### src/rtl/core/slpq_pkg.sv
`timescale 1ns / 1ps
package slpq_pkg;

    localparam int CAPACITY = 64;
    localparam int IDX_W    = (CAPACITY > 1) ? $clog2(CAPACITY) : 1;
    localparam int PTR_W    = $clog2(CAPACITY + 1);
    localparam int DATA_W   = 32;
    localparam int ENT_W    = 2 * DATA_W;

    typedef logic [IDX_W-1:0] t_idx;
    typedef logic [PTR_W-1:0] t_ptr;

    localparam t_ptr NIL = t_ptr'(CAPACITY);

    typedef enum logic [1:0] {
        ACT_PUSH = 2'd0,
        ACT_POP  = 2'd1,
        ACT_TOP  = 2'd2,
        ACT_NONE = 2'd3
    } t_action;

    typedef enum logic [1:0] {
        ST_OK    = 2'd0,
        ST_EMPTY = 2'd1,
        ST_FULL  = 2'd2
    } t_status;

    typedef enum logic [2:0] {
        S_IDLE,
        S_PUSH_A,
        S_PUSH_B,
        S_PUSH_C,
        S_WALK,
        S_LINK,
        S_POP_A,
        S_POP_B
    } t_state;

    typedef struct packed {
        logic             ent_we;
        t_idx             ent_waddr;
        logic [ENT_W-1:0] ent_wdata;
        t_idx             ent_raddr;
        logic             lnk_we;
        t_idx             lnk_waddr;
        t_ptr             lnk_wdata;
        t_idx             lnk_raddr;
    } t_mem_req;

    // a ranks with or ahead of b
    function automatic logic ranks_first(logic signed [DATA_W-1:0] a,
                                         logic signed [DATA_W-1:0] b,
                                         logic mode);
        return mode ? (a >= b) : (a <= b);
    endfunction

    function automatic logic is_node(t_ptr p);
        return p < NIL;
    endfunction

endpackage

### src/rtl/core/slpq_store.sv
`timescale 1ns / 1ps
module slpq_store (
    input  logic                         i_clk,
    input  logic                         i_rst_n,
    input  slpq_pkg::t_mem_req           i_req,
    output logic [slpq_pkg::ENT_W-1:0]   o_ent_rdata,
    output slpq_pkg::t_ptr               o_lnk_rdata
);

    logic [slpq_pkg::ENT_W-1:0] r_ent_mem [slpq_pkg::CAPACITY];
    slpq_pkg::t_ptr             r_lnk_mem [slpq_pkg::CAPACITY];
    logic [slpq_pkg::CAPACITY-1:0] r_lnk_vld;

    logic [slpq_pkg::ENT_W-1:0] r_ent_q;
    slpq_pkg::t_ptr             r_lnk_q;
    logic                       r_lnk_hit;
    slpq_pkg::t_idx             r_lnk_ra;

    always_ff @(posedge i_clk) begin
        if (i_req.ent_we) begin
            r_ent_mem[i_req.ent_waddr] <= i_req.ent_wdata;
        end
        r_ent_q <= r_ent_mem[i_req.ent_raddr];
    end

    always_ff @(posedge i_clk) begin
        if (i_req.lnk_we) begin
            r_lnk_mem[i_req.lnk_waddr] <= i_req.lnk_wdata;
        end
        r_lnk_q  <= r_lnk_mem[i_req.lnk_raddr];
        r_lnk_ra <= i_req.lnk_raddr;
    end

    // untouched link entries read as the reset free chain
    always_ff @(posedge i_clk) begin
        if (!i_rst_n) begin
            r_lnk_vld <= '0;
            r_lnk_hit <= 1'b0;
        end else begin
            if (i_req.lnk_we) begin
                r_lnk_vld[i_req.lnk_waddr] <= 1'b1;
            end
            r_lnk_hit <= r_lnk_vld[i_req.lnk_raddr];
        end
    end

    assign o_ent_rdata = r_ent_q;
    assign o_lnk_rdata = r_lnk_hit ? r_lnk_q
                                   : slpq_pkg::t_ptr'(r_lnk_ra) + slpq_pkg::t_ptr'(1);

endmodule

### config.mk
export PLATFORM = sky130hd
export DESIGN_NAME = slpq_store
export DESIGN_NICKNAME = d
export VERILOG_FILES = /design/src/rtl/core/slpq_pkg.sv /design/src/rtl/core/slpq_store.sv
export SDC_FILE = /design/constraint.sdc
export NUM_CORES = 2
export LEC_CHECK = 0
export BUFFER_PORTS_ARGS = -buffer_cell sky130_fd_sc_hd__buf_2
export CORE_MARGIN = 4
export CORE_UTILIZATION = 25
export CTS_CLUSTER_SIZE = 20
export DETAILED_ROUTE_END_ITERATION = 8
export SYNTH_ARGS = -nofsm -noshare
export SYNTH_HDL_FRONTEND = slang
export SYNTH_MEMORY_MAX_BITS = 65536
export SYNTH_SLANG_ARGS = --single-unit
### constraint.sdc
create_clock -name i_clk -period 4.6 [get_ports i_clk]
set_input_delay 0.23 -clock i_clk [delete_from_list [all_inputs] [get_ports i_clk]]
set_output_delay 0.23 -clock i_clk [all_outputs]
set_load 0.005 [all_outputs]
==> impl_metrics.toml <==
[critical_path]
worstPathMaxFanout = 16
r2r_cells = 5
crit_arrival_ns = 3.33
r2r_setup_slack_ns = 2.53
path_cells = "dlygate4sd3_1 > buf_2 > nor2b_1 > nand3_1 > nor2_4 > buf_4"
worst_path_max_delay_cell = "nor2_4"
critPathKind = "in2reg"
worstSetupStartpoint = "i_req[96]"
rr_endpoint = "o_ent_rdata[37]"
end_kind = "register"
worstPathRequired_ns = 5.19
reg2reg_from = "r_ent_mem[52][37]"
cpPeakStageDelay_ns = 0.85
cp-start-kind = "input port"

[finish]
drive_gt1_frac = 0.275
area_delta_synth_final_pct = 16.9
multi_input_area_sq_mm = 0.0361
num-fill-cells = 67793
nets = 8344
regArea_sq_mm = 0.139

[cts]
tritoncts = "yes"
cts_buffers = 450
clock_path_buffers = 4
cts-resized-gates = 0
cts_num_sinks = 4686
clk_latency_ns = 1.02
root_buffer = "clkbuf_16"
cts.clk_slew.worst_paths_ns = 0.06
htreeDepth = 5

[pwr]
leakage_nw = 63.1
clkPwrFrac = 0.414
pwr-share-seq = 0.540
combPwrFrac = 0.047
cellPowerDensity_mw_per_mm2 = 426
switching_share = 0.214
vdd_drop_max_mv = 0.385
p_switching_mw = 18.8
power_mw = 88.0
internal_power_mw = 69.1

[floorplanning]
start_util = 0.251
die_y_um = 849
rows = 308
core-area_sq_mm = 0.704
die_w_um = 849
io_pins = 170
die-area_sq_mm = 0.721

[yosys]
yosysSeqAreaShare = 0.787
synthCells = 7683
synth_edf_count = 4544
yosys-top-cells-area = "edfxtp_1 (77%), mux4_2 (14%), dfxtp_1 (1.6%), mux2i_1 (1.4%), o22ai_1 (0.83%)"
syn_area_per_cell_sq_um = 23.0
post-synth-top-area-fraction = 0.771
async_flop_share = 0
yosys.area.top_type = "edfxtp_1"
synth_ff_type = "edfxtp_1"
ys_warn_count = 0
synth_fp_nets = 7783
yosysMostFrequentCell = "edfxtp_1"
synth_common_cells = "edfxtp_1 (4544), mux4_2 (1114), mux2i_1 (256)"
synth_seq_cells = 4686
ys_types = 54
syn_area_sq_mm = 0.177

[drt]
dr.pass1.iters = 6
drt-initial-drc-count = 11245
wl_per_cell_um = 27.4
vias_per_cell = 4.78
vias = 85814
wirelength_um = 492000
ant_nets = 0
route.detailed.drc = 0

[placed_design]
port_buffers = 169
gp_congestion = 0.750
hpwl_um = 269000

[worst_hold_path]
hold_depth = 1
min_to = "r_ent_mem[57][6]"
hp-class = "in2reg"
hold_start = "i_req[32]"

[outcome]
outcome = "completed"

[global_route]
antenna_found_initial = 64
grt_pass1_wl_um = 685000
grt_start_max_net_pins = 93
grt_usage = 0.131
overflow = 0
grt_pass1_vias = 85562

[timing]
hold_viol = 0
slew_headroom = 0.141
setup-tns-final_ns = 0
period_needed_ns = 2.75
setup_viol_count_final = 0
slew_violations = 0
clock_skew_ns = 0.105
period_share = 0.597
tightest_slew_ns = 1.29
rsz0062_at_grt = "false"
max_freq_ghz = 0.364

[flow_run]
maxCapViolations = 0
-- power groups by stage --
stage | registers (mW) | clock network (mW) | logic (mW)
finish | 47.5 | 36.4 | 4.10
global route | 47.5 | 38.9 | 4.39
CTS | 47.5 | 37.0 | 4.17
detailed placement | 48.4 | 0 | 4.08
global placement | 48.4 | 0 | 4.04
floorplan | 48.2 | 0 | 2.30
-- layer usage --
layer | share of wire | GRT usage
met5 | 0.00044 | 0
met4 | 0.027 | 0.0331
met3 | 0.082 | 0.0241
met2 | 0.48 | 0.212
met1 | 0.41 | 0.181
-- kinds of logic (layout without fill, tap and decap cells) --
group                      after synthesis  count (layout)  synth area share
DFF                                   4686            4686             0.787
muxes                                 1461            1461             0.163
AOI/OAI and AO/OA                      611             611            0.0247
and+or+nand+nor                        484             484            0.0126
buffers and inverters                  436            1385            0.0120
xor gates and xnor gates                 4               4          0.000198
adders and majority gates                1               1         0.0000707
other                                    0              15                 0
-- worst max-delay path by stage --
stage,cells after the start,to,slack (ns)
global placement,7,o_ent_rdata[16],1.39
CTS,6,r_ent_mem[45][14],1.95
detailed placement,7,o_ent_rdata[30],1.33
finish,6,r_ent_mem[45][14],1.85
floorplan,4,r_ent_mem[32][0],0.38
global route,6,r_ent_mem[45][14],1.76
-- registers in the layout, summed over array words and instances (netlist names) --
register and flops:
r_ent_mem 4096, r_lnk_mem 448, o_ent_rdata 64, r_lnk_vld 64, r_lnk_q 7, r_lnk_ra 6
r_lnk_hit 1
-- critical path, delay by kind of cell --
family	cells	cell delay, ns
AND/OR/NAND/NOR	3	1.81
buffers and inverters	3	1.27
-- per-stage QoR --
stage / cell area [sq um] / worst slack [ns] / util / hold WS [ns] / instances
detailed placement: 191000 / 1.33 / 0.272 / 0.451 / 17015
global placement: 191000 / 1.39 / 0.272 / 0.441 / 17015
CTS: 207000 / 1.95 / 0.293 / 0.00402 / 17932
finish: 207000 / 1.85 / 0.293 / 0.0723 / 17947
global route: 207000 / 1.76 / 0.293 / 0.0510 / 17942
floorplan: 177000 / 0.381 / - / 0.258 / 7683
-- timing repair --
action                                 4_1_cts  5_1_grt
endpoints found under the hold margin     3879        0
buffers inserted                             0        0
hold buffers                                77        0
-- placed cells by master, fill, tap and decap left out, drive strengths merged, types with 4 or more instances in the layout --
master / instances
dfxtp: 142
nand2b: 9
clkinv: 187
a211o: 15
a221oi: 5
dlygate4sd3: 77
a2bb2oi: 50
edfxtp: 4544
buf: 465
nand2: 163
a22o: 5
diode: 15
mux2i: 256
o221ai: 33
nand3b: 14
nand3: 28
a211oi: 19
a22oi: 65
o21ai: 24
a2111oi: 6
clkinvlp: 11
bufinv: 28
clkbuf: 604
and2: 4
o211ai: 67
mux2: 78
nor4: 50
o22ai: 234
or3: 4
a21oi: 9
o21a: 64
or3b: 4
mux4: 1127
nor2b: 32
inv: 13
or4: 4
nor2: 163
-- area by class of cell --
| type | count | share of cell area |
|---|---|---|
| Clock inverter | 237 | 0.0106 |
| Clock buffer | 603 | 0.0595 |
| Antenna cell | 15 | 0.000182 |
| Tap cell | 9300 | 0.0563 |
| Sequential cell | 4686 | 0.674 |
| Multi-Input combinational cell | 2561 | 0.174 |
| Timing Repair Buffer | 543 | 0.0252 |
| Inverter | 2 | 0.0000363 |
Note: power is estimated with default switching activity, not from simulation.
